### src/sv/ubhs_pkg.sv
// Shared constants, codes and controller/datapath interface types for the bootloader host.
package ubhs_pkg;

	localparam int ImageBytes = 65536;
	localparam int ChunkBytes = 128;

	localparam int AddrW = $clog2(ImageBytes);
	localparam int SizeW = $clog2(ChunkBytes + 1);
	// longest byte sequence: a chunk (size byte, data, checksum) or the erase page list
	localparam int StepSpan = (ChunkBytes + 2 > 19) ? ChunkBytes + 2 : 19;
	localparam int StepW = $clog2(StepSpan);

	localparam logic [7:0] SyncByte = 8'h7F;
	localparam logic [7:0] AckByte = 8'h79;
	localparam logic [7:0] GetIdCmd = 8'h02;
	localparam logic [7:0] GetIdInv = 8'hFD;
	localparam logic [7:0] EraseCmd = 8'h44;
	localparam logic [7:0] EraseInv = 8'hBB;
	localparam logic [7:0] WriteCmd = 8'h31;
	localparam logic [7:0] WriteInv = 8'hCE;
	localparam logic [7:0] GoCmd = 8'h21;
	localparam logic [7:0] GoInv = 8'hDE;

	localparam logic [16:0] ImageLengthReset = 17'd1;
	localparam logic [2:0] EraseLastPageReset = 3'd6;
	localparam logic [31:0] BaseAddressReset = 32'h0800_0000;
	localparam logic [15:0] TimeoutTicksReset = 16'd1000;

	typedef enum logic [1:0] {
		OP_START,
		OP_RX,
		OP_TICK,
		OP_LOAD
	} op_t;

	typedef enum logic [1:0] {
		STAT_BUSY,
		STAT_DONE,
		STAT_ABORT
	} status_t;

	typedef enum logic [1:0] {
		REG_IMAGE_LENGTH,
		REG_ERASE_LAST_PAGE,
		REG_BASE_ADDRESS,
		REG_TIMEOUT_TICKS
	} reg_idx_t;

	typedef enum logic [2:0] {
		BS_CONST,
		BS_ERASE_N,
		BS_FRAME,
		BS_XOR,
		BS_SIZE,
		BS_MEM
	} bsel_t;

	typedef struct packed {
		logic [16:0] image_length;
		logic [2:0]  erase_last_page;
		logic [31:0] base_address;
		logic [15:0] timeout_ticks;
	} cfg_t;

	typedef struct packed {
		logic       capture;
		logic       store_wr;
		logic       sess_start;
		logic       idle_clr;
		logic       idle_inc;
		logic       abort;
		logic       frame_wa;
		logic       frame_base;
		logic       chunk_start;
		logic       xor_clr;
		logic       emit;
		bsel_t      bsel;
		logic [7:0] cbyte;
		logic [1:0] fidx;
		logic       final_byte;
		logic       push_empty;
		logic       mem_rd;
		status_t    status;
	} dp_cmd_t;

	typedef struct packed {
		op_t              op;
		logic             is_ack;
		logic             tick_expire;
		logic             chunk_none;
		logic             chunk_last;
		logic [SizeW-1:0] chunk_size;
		logic [2:0]       erase_n;
		logic             out_free;
	} dp_stat_t;

endpackage

### src/sv/ubhs_ctrl.sv
// Controller: protocol phase tracking and the byte sequencer driving the datapath.
module ubhs_ctrl (
	input  logic                clk,
	input  logic                arst_n,
	input  logic                in_valid,
	output logic                in_stall,
	input  ubhs_pkg::dp_stat_t  stat,
	output ubhs_pkg::dp_cmd_t   cmd
);

	localparam int StepW = ubhs_pkg::StepW;

	typedef enum logic [1:0] {
		ST_IDLE,
		ST_DISPATCH,
		ST_EMIT,
		ST_EMPTY
	} state_t;

	typedef enum logic [3:0] {
		PH_IDLE,
		PH_SYNC,
		PH_GETID,
		PH_ERASE_CMD,
		PH_WRITE_CMD,
		PH_WRITE_ADDR,
		PH_WRITE_DATA,
		PH_GO_CMD,
		PH_GO_ADDR,
		PH_DONE,
		PH_ABORTED
	} phase_t;

	typedef enum logic [2:0] {
		SQ_ONE,
		SQ_TWO,
		SQ_ERASE,
		SQ_FRAME,
		SQ_CHUNK
	} seq_t;

	state_t           state_q, state_d;
	phase_t           phase_q, phase_d;
	logic             active_q, active_d;
	seq_t             seq_q, seq_d;
	logic [StepW-1:0] step_q, step_d;
	logic [7:0]       const_a_q, const_a_d;
	logic [7:0]       const_b_q, const_b_d;
	logic [StepW-1:0] erase_end;
	logic [StepW-1:0] chunk_end;

	assign erase_end = StepW'({stat.erase_n, 1'b0}) + StepW'(4);
	assign chunk_end = StepW'(stat.chunk_size) + StepW'(1);
	assign in_stall = state_q != ST_IDLE;

	always_comb begin
		cmd = '0;
		state_d = state_q;
		phase_d = phase_q;
		active_d = active_q;
		seq_d = seq_q;
		step_d = step_q;
		const_a_d = const_a_q;
		const_b_d = const_b_q;

		if (phase_q == PH_DONE) begin
			cmd.status = ubhs_pkg::STAT_DONE;
		end else if (phase_q == PH_ABORTED) begin
			cmd.status = ubhs_pkg::STAT_ABORT;
		end else begin
			cmd.status = ubhs_pkg::STAT_BUSY;
		end

		unique case (state_q)
			ST_IDLE: begin
				cmd.capture = in_valid;
				if (in_valid) begin
					state_d = ST_DISPATCH;
				end
			end

			ST_DISPATCH: begin
				cmd.xor_clr = 1'b1;
				step_d = '0;
				state_d = ST_EMPTY;
				unique case (stat.op)
					ubhs_pkg::OP_START: begin
						active_d = 1'b1;
						phase_d = PH_SYNC;
						cmd.sess_start = 1'b1;
						seq_d = SQ_ONE;
						const_a_d = ubhs_pkg::SyncByte;
						state_d = ST_EMIT;
					end
					ubhs_pkg::OP_RX: begin
						if (stat.is_ack) begin
							cmd.idle_clr = 1'b1;
							unique case (phase_q)
								PH_SYNC: begin
									seq_d = SQ_TWO;
									const_a_d = ubhs_pkg::GetIdCmd;
									const_b_d = ubhs_pkg::GetIdInv;
									phase_d = PH_GETID;
									state_d = ST_EMIT;
								end
								PH_GETID: begin
									seq_d = SQ_TWO;
									const_a_d = ubhs_pkg::EraseCmd;
									const_b_d = ubhs_pkg::EraseInv;
									phase_d = PH_ERASE_CMD;
									state_d = ST_EMIT;
								end
								PH_ERASE_CMD: begin
									seq_d = SQ_ERASE;
									phase_d = PH_WRITE_CMD;
									state_d = ST_EMIT;
								end
								PH_WRITE_CMD: begin
									seq_d = SQ_TWO;
									const_a_d = ubhs_pkg::WriteCmd;
									const_b_d = ubhs_pkg::WriteInv;
									phase_d = PH_WRITE_ADDR;
									state_d = ST_EMIT;
								end
								PH_WRITE_ADDR: begin
									cmd.frame_wa = 1'b1;
									seq_d = SQ_FRAME;
									phase_d = PH_WRITE_DATA;
									state_d = ST_EMIT;
								end
								PH_WRITE_DATA: begin
									// nothing left after a length change: skip to GO
									if (stat.chunk_none) begin
										phase_d = PH_GO_CMD;
									end else begin
										cmd.chunk_start = 1'b1;
										seq_d = SQ_CHUNK;
										phase_d = stat.chunk_last ? PH_GO_CMD : PH_WRITE_CMD;
										state_d = ST_EMIT;
									end
								end
								PH_GO_CMD: begin
									seq_d = SQ_TWO;
									const_a_d = ubhs_pkg::GoCmd;
									const_b_d = ubhs_pkg::GoInv;
									phase_d = PH_GO_ADDR;
									state_d = ST_EMIT;
								end
								PH_GO_ADDR: begin
									cmd.frame_base = 1'b1;
									seq_d = SQ_FRAME;
									active_d = 1'b0;
									phase_d = PH_DONE;
									state_d = ST_EMIT;
								end
								default: ;
							endcase
						end
					end
					ubhs_pkg::OP_TICK: begin
						if (active_q) begin
							if (stat.tick_expire) begin
								cmd.abort = 1'b1;
								active_d = 1'b0;
								phase_d = PH_ABORTED;
							end else begin
								cmd.idle_inc = 1'b1;
							end
						end
					end
					ubhs_pkg::OP_LOAD: begin
						cmd.store_wr = 1'b1;
					end
					default: ;
				endcase
			end

			ST_EMIT: begin
				cmd.emit = 1'b1;
				cmd.bsel = ubhs_pkg::BS_CONST;
				case (seq_q)
					SQ_ONE: begin
						cmd.cbyte = const_a_q;
						cmd.final_byte = 1'b1;
					end
					SQ_TWO: begin
						cmd.cbyte = (step_q == '0) ? const_a_q : const_b_q;
						cmd.final_byte = step_q != '0;
					end
					SQ_ERASE: begin
						// 00, N, then 00 and page index per page, then checksum
						if (step_q == StepW'(1)) begin
							cmd.bsel = ubhs_pkg::BS_ERASE_N;
						end else if (step_q == erase_end) begin
							cmd.bsel = ubhs_pkg::BS_XOR;
							cmd.final_byte = 1'b1;
						end else if (step_q != '0 && step_q[0]) begin
							cmd.cbyte = 8'((step_q - StepW'(3)) >> 1);
						end
					end
					SQ_FRAME: begin
						if (step_q < StepW'(4)) begin
							cmd.bsel = ubhs_pkg::BS_FRAME;
							cmd.fidx = 2'd3 - step_q[1:0];
						end else begin
							cmd.bsel = ubhs_pkg::BS_XOR;
							cmd.final_byte = 1'b1;
						end
					end
					SQ_CHUNK: begin
						// fetch the next image byte each time one leaves
						cmd.mem_rd = stat.out_free && step_q < StepW'(stat.chunk_size);
						if (step_q == '0) begin
							cmd.bsel = ubhs_pkg::BS_SIZE;
						end else if (step_q == chunk_end) begin
							cmd.bsel = ubhs_pkg::BS_XOR;
							cmd.final_byte = 1'b1;
						end else begin
							cmd.bsel = ubhs_pkg::BS_MEM;
						end
					end
					default: ;
				endcase
				if (stat.out_free) begin
					step_d = step_q + StepW'(1);
					if (cmd.final_byte) begin
						state_d = ST_IDLE;
					end
				end
			end

			ST_EMPTY: begin
				cmd.push_empty = 1'b1;
				if (stat.out_free) begin
					state_d = ST_IDLE;
				end
			end

			default: state_d = ST_IDLE;
		endcase
	end

	always_ff @(posedge clk or negedge arst_n) begin
		if (!arst_n) begin
			state_q <= ST_IDLE;
			phase_q <= PH_IDLE;
			active_q <= 1'b0;
			seq_q <= SQ_ONE;
			step_q <= '0;
			const_a_q <= '0;
			const_b_q <= '0;
		end else begin
			state_q <= state_d;
			phase_q <= phase_d;
			active_q <= active_d;
			seq_q <= seq_d;
			step_q <= step_d;
			const_a_q <= const_a_d;
			const_b_q <= const_b_d;
		end
	end

	a_active_phase: assert property (@(posedge clk) disable iff (!arst_n)
		active_q |-> phase_q != PH_IDLE && phase_q != PH_DONE && phase_q != PH_ABORTED)
		else $error("session active outside a running phase");

	a_erase_bound: assert property (@(posedge clk) disable iff (!arst_n)
		state_q == ST_EMIT && seq_q == SQ_ERASE |-> step_q <= erase_end)
		else $error("erase list ran past its checksum");

	a_dispatch_exit: assert property (@(posedge clk) disable iff (!arst_n)
		state_q == ST_DISPATCH |=> state_q == ST_EMIT || state_q == ST_EMPTY)
		else $error("dispatch did not start an emission");

endmodule

### config.mk
export PLATFORM = sky130hd
export DESIGN_NAME = ubhs_ctrl
export DESIGN_NICKNAME = d
export VERILOG_FILES = /design/src/sv/ubhs_pkg.sv /design/src/sv/ubhs_ctrl.sv
export SDC_FILE = /design/constraint.sdc
export NUM_CORES = 1
export LEC_CHECK = 0
export BUFFER_PORTS_ARGS = -buffer_cell sky130_fd_sc_hd__buf_2
export CAP_MARGIN = 20
export CORE_AREA = 4 4 82 92
export CTS_BUF_LIST = sky130_fd_sc_hd__clkbuf_16
export CTS_CLUSTER_DIAMETER = 150
export CTS_CLUSTER_SIZE = 40
export DETAILED_ROUTE_END_ITERATION = 12
export DIE_AREA = 0 0 86 96
export PLACE_DENSITY = 0.67
export SLEW_MARGIN = 0
export SYNTH_ARGS = -nofsm -noshare
export SYNTH_HDL_FRONTEND = slang
export SYNTH_SLANG_ARGS = --single-unit
### constraint.sdc
create_clock -name clk -period 3.7 [get_ports clk]
set_clock_uncertainty 0.05 [all_clocks]
set_input_delay 0 -clock clk [delete_from_list [all_inputs] [get_ports clk]]
set_output_delay 0 -clock clk [all_outputs]
set_load 0.05 [all_outputs]
Word level (Yosys, flattened, before mapping)
Index checks and enable logic that the tools add are counted.

cells by class
  add/subtract/negate cells = 5
  muxes and demuxes = 72
  eq/ne operators = 35
  $lt $le $gt $ge = 2
  reductions and logical operators = 22

operators with widths
  cell                                                    number
  one-hot mux 8 bit (4 select lines)                      2
  two-way mux 8 bit                                       5
  one-hot mux 4 bit (8 select lines)                      1
  one-hot mux 8 bit (2 select lines)                      2
  two-way mux 2 bit                                       14
  two-way mux 1 bit                                       26
  one-hot mux 8 bit (3 select lines)                      1
  two-way mux 3 bit                                       6
  adder 8 x 1 -> 8 bit (second input constant)            2
  == test 4 x 3 -> 1 bit (second input constant)          4
  AND reduction 4 bit                                     4
  two-way mux 15 bit                                      1
  inequality test 2 bit (second input constant)           7
  == test 4 bit (second input constant)                   3
  two-way mux 4 bit                                       3
  one-hot mux 3 bit (4 select lines)                      1
  one-hot mux 4 bit (3 select lines)                      1
  two-way mux 9 bit                                       1
  inequality test 9 x 1 -> 1 bit (second input constant)  1
  one-hot mux 3 bit (3 select lines)                      1
  == test 2 bit (second input constant)                   4
  == test 4 x 2 -> 1 bit (second input constant)          2
  == test 8 x 1 -> 1 bit (second input constant)          1
  == test 8 x 5 -> 1 bit                                  1
  35 further kinds                                        42

storage, ports and cells
  word-level logic and storage cells = 143
  register bits = 34

Longest topological paths before layout
  word-level depth = 9
  depth in mapped cells = 9
  gate-level depth less buffers = 8

Least setup slack after synthesis
No wires, ideal clock.

  kind = register to register
  start = reg state_q[1]
  end = reg seq_q[2]
  period minus slack after synthesis = 2.918 ns
  stages on the path, launching flop included = 9
  arrival = 2.790 ns
  required time = 3.572 ns
  path slack = 0.782 ns
  path through = dfrtp_1 -> nand2b_1 -> buf_2 -> inv_1 -> nand3_1 -> inv_1 -> nand2_1 -> nor3_1 -> o21bai_1

on the way
  longest elaborated chain between the ends = 2

RTL lines
  item                           line              RTL
  start, declared                ubhs_ctrl.sv:42   state_t state_q, state_d;
  start signal, assigned         ubhs_ctrl.sv:253  state_q <= state_d;
  == test 2 x 1 -> 1 bit         ubhs_ctrl.sv:74   unique case (state_q)
  AND reduction 5 bit (no line)  -
  end signal, assigned           ubhs_ctrl.sv:256  seq_q <= seq_d;
  end, declared                  ubhs_ctrl.sv:45   seq_t seq_q, seq_d;

No other way between the ends.
A chain may end at the register's enable or synchronous reset.

==> results.yml <==
outcome:
  outcome: "complete, no violations"
final_layout:
  layout-area-overhead-vs-synth_pct: 15.8
  n_antenna_cell: 0
  fillerInstances: 673
  drive_gt1_frac: 0.158
  mostFrequentLayoutCell: "buf_2"
  nets: 421
  final_cell_mix: "buf_2, nor2_1, nand2_1"
  final_cell_area_mm2: 0.00302
timing:
  finalCriticalPeriod_ns: 2.65
  rsz0062_at_grt: "no"
  relSlewSlack: 0.515
  setup_violations: 0
  period_share: 0.715
  finalMaxSlewViolations: 0
  fin_setup_tns_ns: 0
  fmax_mhz: 378
  finalHoldViolCount: 0
  setup_ws_ns: 1.05
  worst_pin_slew_ns: 0.723
global_route:
  grt_pass1_wl_um: 11400
  first_global_vias: 2496
  antenna_found_initial: 0
  grt_max_degree: 29
  gr-total-overflow: 0
  grt_usage: 0.171
synth:
  syn_area_mm2: 0.00260
  async_flop_share: 1.00
  synth_top_family_by_area: "simple AND/OR/NAND/NOR gates"
  synth_top_area_share: 0.269
  syn_avg_cell_area_um2: 7.71
  ys_top_cells_by_area: "dfrtp_1, ha_1, nor2_1"
  synth-compound-area-share: 0.206
  syn_inst: 338
  yosys.area_share.simple: 0.265
  yosysUniqueCellTypes: 54
  synth_warnings: 0
  post-synth-top-area-cell: "dfrtp_1"
  synthXorXnorAreaFrac: 0.0764
  synth_edf_count: 0
  ys_seq_elements: 28
  synth_fa_ha_area_frac: 0.0913
  synthMuxAreaShare: 0.0269
  syn_nets: 378
  seq_area_frac_synth: 0.269
  synth_flop_cell: "dfrtp_1"
routing:
  viasPerCell: 5.43
  vias: 2510
  totalWireLength_um: 6680
  wire_per_inst_um: 14.5
  drt_iter0_drc: 119
  drc_errors: 0
  firstDrtPassIters: 4
  antenna_left: 0
critical_path:
  critPathMaxFanout: 16
  end_kind: "primary output"
  reg2reg_slack_ns: 1.39
  crit_type: "reg2out"
  max_stage_delay_ns: 0.55
  required_ns: 3.65
  path_cells: "or3_1 > nor2_2 > a21oi_2 > mux2i_1 > o22ai_1 > and2_1 > buf_2"
  crit_slowest_cell: "dfrtp_1"
  crit_arrival_ns: 2.60
  start_kind: "flip-flop"
power:
  p_leak_nw: 1.48
  max-vdd-ir-drop_v: 0.000335
  p_total_w: 0.00202
  p_per_area_mw_per_mm2: 669
cts:
  cts_max_level: 1
  cts-root-buf: "clkbuf_16"
  clk_path_buf_depth: 2
  clock-sinks: 28
  post_cts_buffers: 0
  cts_buffers: 3
  path_clk_slew_ns: 0.07
  cts_tree: "done"
  clock_latency_ns: 0.26
placement:
  pre_cts_ws_ns: 1.39
  hpwl_um: 5130
  portBuffers: 50
  place_area_mm2: 0.00288
  globalplace.congestion: 0.884
floorplanning:
  die_width_um: 86
  rows: 31
  ios: 51
  die_area_mm2: 0.00826
  die_y_um: 96
  design.core.area_mm2: 0.00656
  start_util: 0.397
run:
  max_cap_violations: 0
min_path:
  hold_path_class: "in2reg"
[area by class of cell]
| type | count | area (um^2) | share of cell area |
|---|---|---|---|
| Clock buffer | 3 | 75.1 | 0.0249 |
| Clock inverter | 1 | 30.0 | 0.00995 |
| Inverter | 25 | 93.8 | 0.0311 |
| Multi-Input combinational cell | 270 | 1730 | 0.575 |
| Sequential cell | 28 | 701 | 0.232 |
| Tap cell | 82 | 103 | 0.0340 |
| Timing Repair Buffer | 53 | 280 | 0.0929 |
[where the power goes]
part	internal, W	switching (W)	leakage [nW]
Sequential	0.000406	0.000146	0.354
Combinational	0.000380	0.000758	1.08
Clock	0.000216	0.000113	0.0511
Total	0.00100	0.00102	1.48
[flip-flops by register name, summed over array words and instances, names as in the netlist]
signal and flops:
step_q 8, const_a_q 5, const_b_q 5, phase_q 4, seq_q 3, state_q 2, active_q 1
[metal layers]
layer | up-vias | part of all wire | global-route usage
li1 | 1264 | - | -
met1 | 1177 | 0.44 | 0.204
met2 | 57 | 0.50 | 0.323
met3 | 12 | 0.043 | 0.0180
met4 | 0 | 0.018 | 0.0475
met5 | - | 0 | 0
[metrics by stage]
stage,instances,utilization,hold WS (ns)
final,462,0.460,0.0529
after global routing,462,0.460,0.0738
after CTS,462,0.460,0.0461
after detailed placement,455,0.440,0.0182
after global placement,455,0.440,0.0191
after floorplan,338,-,-0.346
[path summary, 6_finish.rpt]
path | from | end | depth (start not counted)
worst min register to register | const_b_q[4]$_DFFE_PN0P_ | const_b_q[4]$_DFFE_PN0P_ | 1
worst max-delay path | step_q[2]$_DFFE_PN0P_ | cmd[8] | 7
max in group asynchronous | arst_n | step_q[0]$_DFFE_PN0P_ | 2
worst max register to register | state_q[1]$_DFFE_PN0P_ | phase_q[2]$_DFFE_PN0P_ | 5
min in group asynchronous | arst_n | phase_q[0]$_DFFE_PN0P_ | 2
worst min-delay path | stat[13] | seq_q[2]$_DFFE_PN0P_ | 3
[kinds of logic after synthesis]
logic type / count (synthesis)
compound gates: 82
xor+xnor: 21
fa+ha+maj: 19
buf+inv: 40
flops: 28
mux: 7
simple gates: 141
[worst max-delay path: cells and delay by family (launching register included)]
family          cells  cell delay [ns]
flops               1             0.55
buf+inv             1             0.26
compound gates      2             0.41
mux                 1             0.17
simple gates        3             0.94
[synth_stat cells, types with 3 or more instances]
master,instances
nand2b_1,10
o21ai_0,25
buf_2,4
xnor2_1,12
clkbuf_1,8
mux2i_1,7
a21oi_1,11
ha_1,19
nor2b_1,4
dfrtp_1,28
o21a_1,5
and2_1,9
nor3_1,11
a21o_1,6
o31ai_1,4
xor2_1,8
o22ai_1,6
nand2_1,32
inv_1,24
a31oi_1,5
nor2_1,38
nand3_1,17
nand3b_1,3
[what timing repair did]
action	4_1_cts	5_1_grt
gates resized for setup	0	0
hold buffers	3	0
hold endpoints to repair	30	0
Power figures use the tool's default switching activity.
