===== src/sv/ubhs_pkg.sv =====
// Shared constants, codes and controller/datapath interface types for the bootloader host.
package ubhs_pkg;

	localparam int ImageBytes = 65536;
	localparam int ChunkBytes = 128;

	localparam int AddrW = $clog2(ImageBytes);
	localparam int SizeW = $clog2(ChunkBytes + 1);
	// longest byte sequence: a chunk (size byte, data, checksum) or the erase page list
	localparam int StepSpan = (ChunkBytes + 2 > 19) ? ChunkBytes + 2 : 19;
	localparam int StepW = $clog2(StepSpan);

	localparam logic [7:0] SyncByte = 8'h7F;
	localparam logic [7:0] AckByte = 8'h79;
	localparam logic [7:0] GetIdCmd = 8'h02;
	localparam logic [7:0] GetIdInv = 8'hFD;
	localparam logic [7:0] EraseCmd = 8'h44;
	localparam logic [7:0] EraseInv = 8'hBB;
	localparam logic [7:0] WriteCmd = 8'h31;
	localparam logic [7:0] WriteInv = 8'hCE;
	localparam logic [7:0] GoCmd = 8'h21;
	localparam logic [7:0] GoInv = 8'hDE;

	localparam logic [16:0] ImageLengthReset = 17'd1;
	localparam logic [2:0] EraseLastPageReset = 3'd6;
	localparam logic [31:0] BaseAddressReset = 32'h0800_0000;
	localparam logic [15:0] TimeoutTicksReset = 16'd1000;

	typedef enum logic [1:0] {
		OP_START,
		OP_RX,
		OP_TICK,
		OP_LOAD
	} op_t;

	typedef enum logic [1:0] {
		STAT_BUSY,
		STAT_DONE,
		STAT_ABORT
	} status_t;

	typedef enum logic [1:0] {
		REG_IMAGE_LENGTH,
		REG_ERASE_LAST_PAGE,
		REG_BASE_ADDRESS,
		REG_TIMEOUT_TICKS
	} reg_idx_t;

	typedef enum logic [2:0] {
		BS_CONST,
		BS_ERASE_N,
		BS_FRAME,
		BS_XOR,
		BS_SIZE,
		BS_MEM
	} bsel_t;

	typedef struct packed {
		logic [16:0] image_length;
		logic [2:0]  erase_last_page;
		logic [31:0] base_address;
		logic [15:0] timeout_ticks;
	} cfg_t;

	typedef struct packed {
		logic       capture;
		logic       store_wr;
		logic       sess_start;
		logic       idle_clr;
		logic       idle_inc;
		logic       abort;
		logic       frame_wa;
		logic       frame_base;
		logic       chunk_start;
		logic       xor_clr;
		logic       emit;
		bsel_t      bsel;
		logic [7:0] cbyte;
		logic [1:0] fidx;
		logic       final_byte;
		logic       push_empty;
		logic       mem_rd;
		status_t    status;
	} dp_cmd_t;

	typedef struct packed {
		op_t              op;
		logic             is_ack;
		logic             tick_expire;
		logic             chunk_none;
		logic             chunk_last;
		logic [SizeW-1:0] chunk_size;
		logic [2:0]       erase_n;
		logic             out_free;
	} dp_stat_t;

endpackage


===== src/sv/ubhs_regs.sv =====
// Configuration register file behind the APB-style port.
module ubhs_regs (
	input  logic               clk,
	input  logic               arst_n,
	input  logic               psel,
	input  logic               penable,
	input  logic               pwrite,
	input  logic [3:0]         paddr,
	input  logic [31:0]        pwdata,
	output logic [31:0]        prdata,
	output logic               pready,
	output ubhs_pkg::cfg_t     cfg
);

	ubhs_pkg::cfg_t     cfg_q;
	ubhs_pkg::reg_idx_t idx;
	logic               wr_en;

	assign idx = ubhs_pkg::reg_idx_t'(paddr[3:2]);
	assign wr_en = psel && penable && pwrite;
	assign pready = 1'b1;
	assign cfg = cfg_q;

	always_ff @(posedge clk or negedge arst_n) begin
		if (!arst_n) begin
			cfg_q.image_length <= ubhs_pkg::ImageLengthReset;
			cfg_q.erase_last_page <= ubhs_pkg::EraseLastPageReset;
			cfg_q.base_address <= ubhs_pkg::BaseAddressReset;
			cfg_q.timeout_ticks <= ubhs_pkg::TimeoutTicksReset;
		end else if (wr_en) begin
			unique case (idx)
				ubhs_pkg::REG_IMAGE_LENGTH: cfg_q.image_length <= pwdata[16:0];
				ubhs_pkg::REG_ERASE_LAST_PAGE: cfg_q.erase_last_page <= pwdata[2:0];
				ubhs_pkg::REG_BASE_ADDRESS: cfg_q.base_address <= pwdata;
				ubhs_pkg::REG_TIMEOUT_TICKS: cfg_q.timeout_ticks <= pwdata[15:0];
				default: ;
			endcase
		end
	end

	always_comb begin
		unique case (idx)
			ubhs_pkg::REG_IMAGE_LENGTH: prdata = {15'd0, cfg_q.image_length};
			ubhs_pkg::REG_ERASE_LAST_PAGE: prdata = {29'd0, cfg_q.erase_last_page};
			ubhs_pkg::REG_BASE_ADDRESS: prdata = cfg_q.base_address;
			ubhs_pkg::REG_TIMEOUT_TICKS: prdata = {16'd0, cfg_q.timeout_ticks};
			default: prdata = '0;
		endcase
	end

endmodule


===== config.mk =====
export PLATFORM = sky130hd
export DESIGN_NAME = ubhs_regs
export DESIGN_NICKNAME = d
export VERILOG_FILES = /design/src/sv/ubhs_pkg.sv /design/src/sv/ubhs_regs.sv
export SDC_FILE = /design/constraint.sdc
export NUM_CORES = 1
export LEC_CHECK = 0
export BUFFER_PORTS_ARGS = -buffer_cell sky130_fd_sc_hd__buf_2
export CORE_AREA = 2 2 105 107
export DETAILED_ROUTE_END_ITERATION = 12
export DIE_AREA = 0 0 107 109
export PLACE_DENSITY = 0.64
export RECOVER_POWER = 50
export SLEW_MARGIN = 20
export SYNTH_ARGS = -nofsm -noshare
export SYNTH_HDL_FRONTEND = slang
export SYNTH_SLANG_ARGS = --single-unit

===== constraint.sdc =====
create_clock -name clk -period 1.1 [get_ports clk]
set_input_delay 0.055 -clock clk [delete_from_list [all_inputs] [get_ports clk]]
set_output_delay 0.055 -clock clk [all_outputs]
set_load 0.01 [all_outputs]

* Word level (Yosys, flattened, before mapping)
Cells that the tools add are included.
** Word-level totals
- Flip-flop bits (word level) :: 68
- Word-level logic and storage cells :: 15
** Operators by class
- Eq/ne operators :: 3
- Muxes and demuxes :: 1
- Reduce and logical (&&, ||, !) cells :: 7
** Operators by type and width (count)
- $pmux 32 s4 :: 1
- $reduce_and 2->1 :: 4
- $eq 2x2->1 const B :: 2
- $eq 2x1->1 const B :: 1
- $logic_and 1x1->1 :: 2
- $logic_not 2->1 :: 1

* Longest topological paths before layout
Gate-level depths: netlist of run 1.
- Depth in word-level cells :: 3
- Gate-level depth with buffers :: 5
- Depth with buffers taken out :: 3

* Least setup slack after synthesis of run 1
Ideal clock, no wire load.
- Path type :: input -> register
- From :: input pwrite
- To :: register cfg_q (netlist bit cfg[37])
- Setup time :: 125 ps
- Arrival time :: 1050 ps
- Data required time :: 975 ps
- Path slack :: -75 ps
- Stages :: 4
- Buffers on the path :: 1
- Cell sequence :: nand3_2 > nor3b_4 > buf_6 > mux2_2
** On the way
- Word-level cells in the longest chain between the ends :: 2
** RTL lines
- from (decl) :: RTL line ubhs_regs.sv:7 : input logic pwrite,
- $logic_and 1x1->1 :: RTL line ubhs_regs.sv:20 : assign wr_en = psel && penable && pwrite;
- $reduce_and 2->1 (no source line)
- to (decl) :: RTL line ubhs_regs.sv:15 : ubhs_pkg::cfg_t cfg_q;
No other way between the ends.
A chain may end at the register's enable or synchronous reset.

* Final worst setup path of run 1
- From :: register cfg_q (netlist bit cfg[2])
- To :: output prdata[2]
** On the way
- Word-level cells in the longest chain between the ends :: 1
** RTL lines
- $pmux 32 s4 :: RTL line ubhs_regs.sv:42 : unique case (idx)
- to (decl) :: RTL line ubhs_regs.sv:10 : output logic [31:0] prdata,
No other way between the ends.

==> metrics.md, run 1 <==
| Metric | Value |
|---|---|
| R2R cell count | `3` |
| Clk_lat worst skew | `roughly 0.34 ns` |
| Max-cap violation count | `0` |
| Antenna Cells | `0` |
| Finish-stage setup viols | `24` |
| Crit Path Class | `register to primary output` |
| Setup crit start kind | `register` |
| Via density per instance | `4.39` |
| Clock skew | `0 ns` |
| Die Ht | `109 um` |
| Hold Path Class | `input port to register` |
| Grt total ovfl | `0` |
| Worst Path Arrival | `~1.3 ns` |
| Failing checks | `negative setup slack` |
| CP Max Fanout | `2` |
| Peak Freq | `around 0.7 GHz` |
| Hold wc startpoint | `paddr[3]` |
| Syn_nets | `257` |
| First-pass GRT wire length | `13,100 um` |
| Initial antenna violation count | `0` |
| R2r setup slk | `0.12 ns` |
| TritonCTS Buffers | `9` |
| Longest Clk Path Bufs | `2` |
| Rows | `38` |
| Average routed wire per standard cell | `15.1 um` |
| Clk pin slew, worst setup/hold paths | `0.08 ns` |
| P_leak | `2.42 nW` |
| Area grow syn2layout | `58.2%` |
| Clock Sink Count | `68` |
| Worst path slowest cell | `mux4_2` |
| Power density cells | `around 1700 mW/mm2` |
| Max reg flops | `68` |
| Core Util, Final | `46.0%` |
| Die ar. | `~0.012 mm2` |
| Fin crit period | `1.39 ns` |
| Post-route ant nets | `0` |
| Slew headroom | `between 50 and 60%` |
| Share of layout cells above drive strength 1 | `between 60% and 70%` |
| Final Max Slew Viols | `0` |
| Overall Global Routing Usage | `about 15%` |
| Synth Instances | `216` |
| Critical Path End Type | `primary output` |
| Yosys warnings | `0` |
| Pre-antenna DRT Iters | `4` |
| Total power | `about 8.5 mW` |
| PortBufs | `around 140` |
| CTS tree | `done` |
| Vias | `2,547` |
| Worst path cell trace | `mux4_2 -> buf_6` |
| Hold path depth | `3` |
| Synth Area per Inst | `about 14 um2` |
| Hold EP | `cfg[50]$_DFFE_PN1P_` |
| Status | `complete, but fails checks` |
| Vias in the first global route | `2,586` |
| Flops & latches, synth | `slightly below 70` |
| Routed WL | `8740 um` |
| H-tree Lvls | `3` |
| Final Wtd Congestion | `0.725` |
| RSZ-0062 raised after global routing | `yes` |
| Launching point of the worst reg2reg path | `cfg[0]$_DFFE_PN0P_` |
| # fillers | `986` |
| CP max stage delay | `0.48 ns` |
| Final Net Count | `476` |
| Worst reg2reg path endpoint | `cfg[0]$_DFFE_PN0P_` |
| Largest net degree at the start of global routing | `69` |
| Die Wd | `107 um` |
| Starting Density | `between 20% and 30%` |
| Io pins | `between 100 and 150` |
| Synth cell types | `21` |
| DP HPWL | `5600 um` |
| Core Region | `0.0106 mm2` |
| Final hold vios | `0` |
| Mapped Area | `0.00309 mm2` |
| VDD IR max | `0.828 mV` |
| Root buffer cell | `clkbuf_8` |
| DRC | `0` |
| Req. time, crit path | `about 1.0 ns` |
| Period utilisation layout | `126%` |
| Setup ws final | `-0.291 ns` |
| Sequential fraction of the synthesis area | `55.5%` |
| Measured slew at the worst slew-check pin | `about 0.63 ns` |
| Starting DRT DRC Count | `102` |
| Crit path launch | `cfg[2]$_DFFE_PN0P_` |
repair_timing:
item	4_1_cts	5_1_grt
hold endpoints to repair	126	0
gates resized for setup	21	26
endpoints found under the setup margin	19	47
hold buffers	33	0
setup buffers	26	6
critical path, delay by kind of cell, from the launching register on:
| family | cells | cell delay, ns |
|---|---|---|
| multiplexers | 1 | 0.48 |
| buffers and inverters | 1 | 0.14 |
| flip-flops | 1 | 0.38 |
stage by stage:
step | cells | cell area, um2 | hold WS [ns] | TNS [ns] | setup WS [ns]
after floorplan | 216 | 3090 | -0.241 | 0 | 0.00614
after global placement | 499 | 4040 | 0.106 | -5.68 | -0.139
after detailed placement | 499 | 4040 | 0.120 | -7.35 | -0.171
after CTS | 574 | 4780 | 0.280 | -2.28 | -0.310
after global routing | 580 | 4880 | 0.312 | -4.16 | -0.346
final | 580 | 4880 | 0.303 | -2.00 | -0.291
how the worst max path moves through the flow:
stage / to / slack [ns] / depth (start not counted)
finish: prdata[2] / -0.29 / 2
global route: prdata[2] / -0.35 / 2
CTS: prdata[2] / -0.31 / 2
detailed placement: cfg[46]$_DFFE_PN0P_ / -0.17 / 5
global placement: cfg[25]$_DFFE_PN0P_ / -0.14 / 5
floorplan: cfg[37]$_DFFE_PN0P_ / 0.006 / 4
per-layer routing:
layer  share of wire [%]  vias to the layer above  global-route usage (%)
met5                   0                        -                       0
met4                0.78                        0                    3.62
met3                 6.1                        6                    4.78
met2                  50                       96                    24.7
met1                  44                     1250                    18.8
li1                    -                     1195                       -
placed cells by master (no fill, tap or decap):
cell / n
buf_12: 2
mux2i_1: 14
mux2_2: 57
clkbuf_4: 1
conb_1: 1
o21ai_2: 2
buf_6: 28
and2_1: 15
clkbuf_8: 10
nor2b_2: 1
nand3_1: 1
buf_2: 119
mux4_2: 3
dlygate4sd3_1: 33
nor3b_2: 1
clkbuf_1: 1
nand2_1: 12
dfrtp_1: 58
and2_4: 1
clkinvlp_4: 1
or3b_1: 1
dfstp_2: 9
nor2_1: 2
clkinv_4: 2
clkinv_2: 3
o21ai_1: 11
dfstp_1: 1
nand2_2: 2
clkbuf_2: 2
nor3_1: 1
buf_4: 34
mux2_1: 11
area by class of cell:
type / count / area (um2) / share of cell area, %
clock buffer: 10 / 138 / 2.82
clock inverter: 6 / 40.0 / 0.820
multi-input combinational: 136 / 1260 / 25.8
sequential: 68 / 1710 / 35.1
tap: 140 / 175 / 3.59
timing repair buffer: 220 / 1560 / 31.9
cell usage after synthesis:
cell type  number  share of area (%)
nand2_1        14                1.7
nor2_4          1               0.36
buf_4           2               0.49
mux4_2          3                2.2
nor2_1          1               0.12
mux2_2         57                 21
and2_1         16                3.2
or3b_1          1               0.28
o21ai_0        13                2.1
nor3_4          1               0.53
nor3b_4         1               0.61
dfstp_2        10                8.5
conb_1          1               0.12
clkbuf_1        2               0.24
nand3_2         1               0.32
mux2_1         11                4.0
dfrtp_1        58                 47
mux2i_1        14                4.5
nor2b_2         1               0.28
buf_6           6                2.2
buf_2           2               0.32
where the power goes:
group | internal, mW | leakage (nW) | total, mW | switching [mW]
Combinational | 1.78 | 1.51 | 3.05 | 1.27
Sequential | 3.15 | 0.816 | 3.55 | 0.402
Clock | 0.875 | 0.0920 | 1.86 | 0.985
Total | 5.80 | 2.42 | 8.46 | 2.65
kinds of logic (layout without fill, tap and decap cells):
| group | Yosys count | in the layout | synth area share [%] |
|---|---|---|---|
| buf+inv | 12 | 236 | 3.24 |
| mux | 85 | 85 | 31.5 |
| simple gates | 37 | 37 | 7.46 |
| flops | 68 | 68 | 55.5 |
| other cells | 1 | 1 | 0.121 |
| compound gates | 13 | 13 | 2.11 |
Power figures use the tool's default switching activity.
==> inputs of run 2 (changes only) <==
Settings changed: ABC_AREA set to 1, CORE_AREA 2 2 105 107 to 2 2 108 110, DIE_AREA 0 0 107 109 to 0 0 110 112, PLACE_DENSITY 0.64 to 0.63.
==> run 2 against run 1 <==
Net effect:
- synthesized cell count increased by 91%
- clock-buffer cell count rose by 3
- area after synthesis rose by 6.2%
- the flow still finishes with violations (negative setup slack)
- worst hold slack worse by 0.028 ns
==> metrics.md, run 2 <==
| Metric | Value |
|---|---|
| Final Net Count | `646 (+36%)` |
| Req. time, crit path | `1.04 ns (about the same)` |
| Sum of negative setup slack | `-0.644 ns (+1.36 ns)` |
| Leading area contributor after synthesis | `dfrtp_1` |
| Peak Freq | `0.838 GHz (+16%)` |
| Via density per instance | `4.44 (+1.1%)` |
| Share of layout cells above drive strength 1 | `35.3% (-28 points)` |
| Layout Cells excl Fill | `752 (+30%)` |
| Longest Clk Path Bufs | `2 (unchanged)` |
| Routed WL | `10,300 um (+18%)` |
| Switching Fraction | `30.6% (-0.76 points)` |
| Root buffer cell | `clkbuf_16` |
| Core Util, Final | `44.2% (-1.8 points)` |
| Hold Path Class | `input port to register` |
| Sequential fraction of the synthesis area | `52.3% (-3.2 points)` |
| Power density cells | `1750 mW/mm2 (+0.98%)` |
| Gate power share | `26.5% (-9.5 points)` |
| Syn_nets | `453 (+76%)` |
| Fin crit period | `1.19 ns (-0.197 ns)` |
| CP Max Fanout | `2 (unchanged)` |
| Io pins | `142 (unchanged)` |
| Area grow syn2layout | `50.8%` |
| Status | `complete, but fails checks` |
| Antenna Cells | `0 (unchanged)` |
| Failing checks | `negative setup slack` |
| Period utilisation layout | `109% (-18 points)` |
| Main flop type after synthesis | `dfrtp_1` |
| Post-synth EDFFs | `0 (unchanged)` |
| Total power | `8.64 mW (+2.2%)` |
| Ys async rst share | `100% (unchanged)` |
| Dpl ws | `0.0329 ns (+0.204 ns)` |
| Yosys warnings | `0 (unchanged)` |
| Max reg flops | `68 (unchanged)` |
| Vias | `3,337 (+31%)` |
| Worst Path Arrival | `1.14 ns (-0.20 ns)` |
| Die ar. | `0.0123 mm2 (+5.6%)` |
| DP HPWL | `6870 um (+23%)` |
| Grt total ovfl | `0 (unchanged)` |
| Most frequent cells in the layout | `nand2_1 (251), buf_2 (132), dfrtp_1 (58)` |
| Mapped Area | `0.00328 mm2 (+6.2%)` |
| RSZ-0062 raised after global routing | `yes` |
| Setup crit start kind | `register` |
| Pre-antenna DRT Iters | `4 (unchanged)` |
| Synth cell count leaders | `nand2_1 (252), dfrtp_1 (58), nand3_1 (22)` |
| First-pass GRT wire length | `16,000 um (+22%)` |
| CTS tree | `done` |
| TritonCTS Buffers | `9 (unchanged)` |
| Die Ht | `112 um (+2.8%)` |
| Largest net degree at the start of global routing | `69 (unchanged)` |
| Clock Sink Count | `68 (unchanged)` |
| Finish-stage setup viols | `13 (-46%)` |
| Clk_lat worst skew | `0.32 ns (-0.02 ns)` |
| Crit Path Class | `register to primary output` |
| Final Max Slew Viols | `0 (unchanged)` |
| Top-area cell type share of the netlist area | `44.3% (-2.7 points)` |
| Seq pwr share | `40.4% (-1.6 points)` |
| Measured slew at the worst slew-check pin | `0.735 ns (+0.106 ns)` |
| DRC | `0 (unchanged)` |
| # fillers | `1,109 (+12%)` |
| Overall Global Routing Usage | `17.0% (+2.1 points)` |
| Clk pin slew, worst setup/hold paths | `0.05 ns (-0.03 ns)` |
| Count leader, synth | `nand2_1` |
| Starting DRT DRC Count | `162 (+59%)` |
| Core Region | `0.0112 mm2 (+5.4%)` |
| Area contributors post-synth | `dfrtp_1 (44%), nand2_1 (29%), dfstp_2 (8.0%), nand3_1 (3.4%), buf_6 (2.4%)` |
| Crit path launch | `cfg[50]$_DFFE_PN1P_` |
| Hold wc startpoint | `penable` |
| Post-route ant nets | `0 (unchanged)` |
| Commonest non-fill, non-tap cell in the layout | `nand2_1` |
| PortBufs | `138 (unchanged)` |
| H-tree Lvls | `3 (unchanged)` |
| Synth cell types | `21 (unchanged)` |
| Final hold vios | `0 (unchanged)` |
| Flops & latches, synth | `68 (unchanged)` |
| Final Wtd Congestion | `0.816 (+13%)` |
| Net Sw Power | `2.65 mW (-0.26%)` |
| Synth Instances | `412 (+91%)` |
| Critical Path End Type | `primary output` |
| Starting Density | `29.3% (+0.22 points)` |
| Clock skew | `0 ns (unchanged)` |
| Rows | `39 (+2.6%)` |
| Initial antenna violation count | `0 (unchanged)` |
| DP Cell Count | `690 (+38%)` |
| Int Pwr | `6.00 mW (+3.4%)` |
| Max-cap violation count | `0 (unchanged)` |
| Synth Area per Inst | `7.96 um2 (-44%)` |
| P_leak | `2.84 nW (+17%)` |
| Launching point of the worst reg2reg path | `cfg[49]$_DFFE_PN1P_` |
| Die Wd | `110 um (+2.8%)` |
| Clock power share | `33.2% (+11 points)` |
| Vias in the first global route | `3,159 (+22%)` |
| Average routed wire per standard cell | `13.7 um (-8.9%)` |
| Setup ws final | `-0.0939 ns (+0.197 ns)` |
| VDD IR max | `0.735 mV (-11%)` |
| Slew headroom | `50.8% (-7.2 points)` |
==> run 2: changes by cell type in the layout (fill, tap and decap cells not counted), moves of 15 or more <==
| cell | delta |
|---|---|
| nand2_1 | +239 |
| buf_6 | -23 |
| and2_1 | -15 |
| inv_1 | +16 |
| nand3_1 | +18 |
| mux2_2 | -57 |
==> run 2: routing by layer <==
layer	up-vias	GRT usage, %	part of all wire [%]
li1	1628	-	-
met1	1567	21.7	44
met2	130	28.0	48
met3	12	4.04	6.2
met4	0	5.32	1.5
met5	-	0	0
==> run 2: critical path, cell delays in order, from the launching register on <==
cell and delay, ns:
dfstp_2 0.54, nand3_2 0.07, nand4_1 0.08, buf_2 0.13
==> run 2: final timing paths <==
check	end	slack (ns)	depth (start not counted)
setup / recovery	prdata[2]	-0.09	3
hold / removal	cfg[50]$_DFFE_PN1P_	0.28	5
setup reg to reg	cfg[49]$_DFFE_PN1P_	0.28	3
hold reg to reg	cfg[51]$_DFFE_PN1P_	0.47	2
max in group asynchronous	cfg[12]$_DFFE_PN0P_	0.29	3
min in group asynchronous	cfg[17]$_DFFE_PN0P_	0.37	3
==> run 2: power by group through the flow <==
stage               Clock, mW  Combinational (mW)  Sequential [mW]
global route             3.10                2.54             3.56
global placement            0                1.96             3.50
detailed placement          0                2.00             3.52
finish                   2.87                2.29             3.49
CTS                      2.93                2.17             3.49
floorplan                   0               0.760             3.71
==> run 2: cell type report <==
cell class	count	area [um2]	share of cell area, %
Multi-Input combinational cell	306	1330	26.9
Tap cell	143	179	3.62
Clock buffer	13	260	5.27
Timing Repair Buffer	199	1340	27.1
Clock inverter	2	35.0	0.709
Sequential cell	68	1710	34.7
Inverter	21	86.3	1.75
==> run 2: metrics by stage <==
step	area (um2)	hold WS [ns]
finish	4940	0.275
global route	4940	0.289
CTS	4850	0.262
detailed placement	4180	0.111
global placement	4180	0.107
floorplan	3280	-0.241
==> run 2: logic make-up after synthesis <==
| family | after synthesis | synth area share (%) |
|---|---|---|
| AND/OR/NAND/NOR | 305 | 39.9 |
| buffers and inverters | 38 | 7.71 |
| other | 1 | 0.114 |
| flip-flops | 68 | 52.3 |
==> run 2: what timing repair did <==
item / in CTS / in global routing
hold buffers: 33 / 0
pin swaps: 16 / 18
gates resized for setup: 6 / 11
endpoints found under the setup margin: 10 / 27
cloned: 0 / 0
buffers inserted: 3 / 11
hold endpoints to repair: 124 / 0
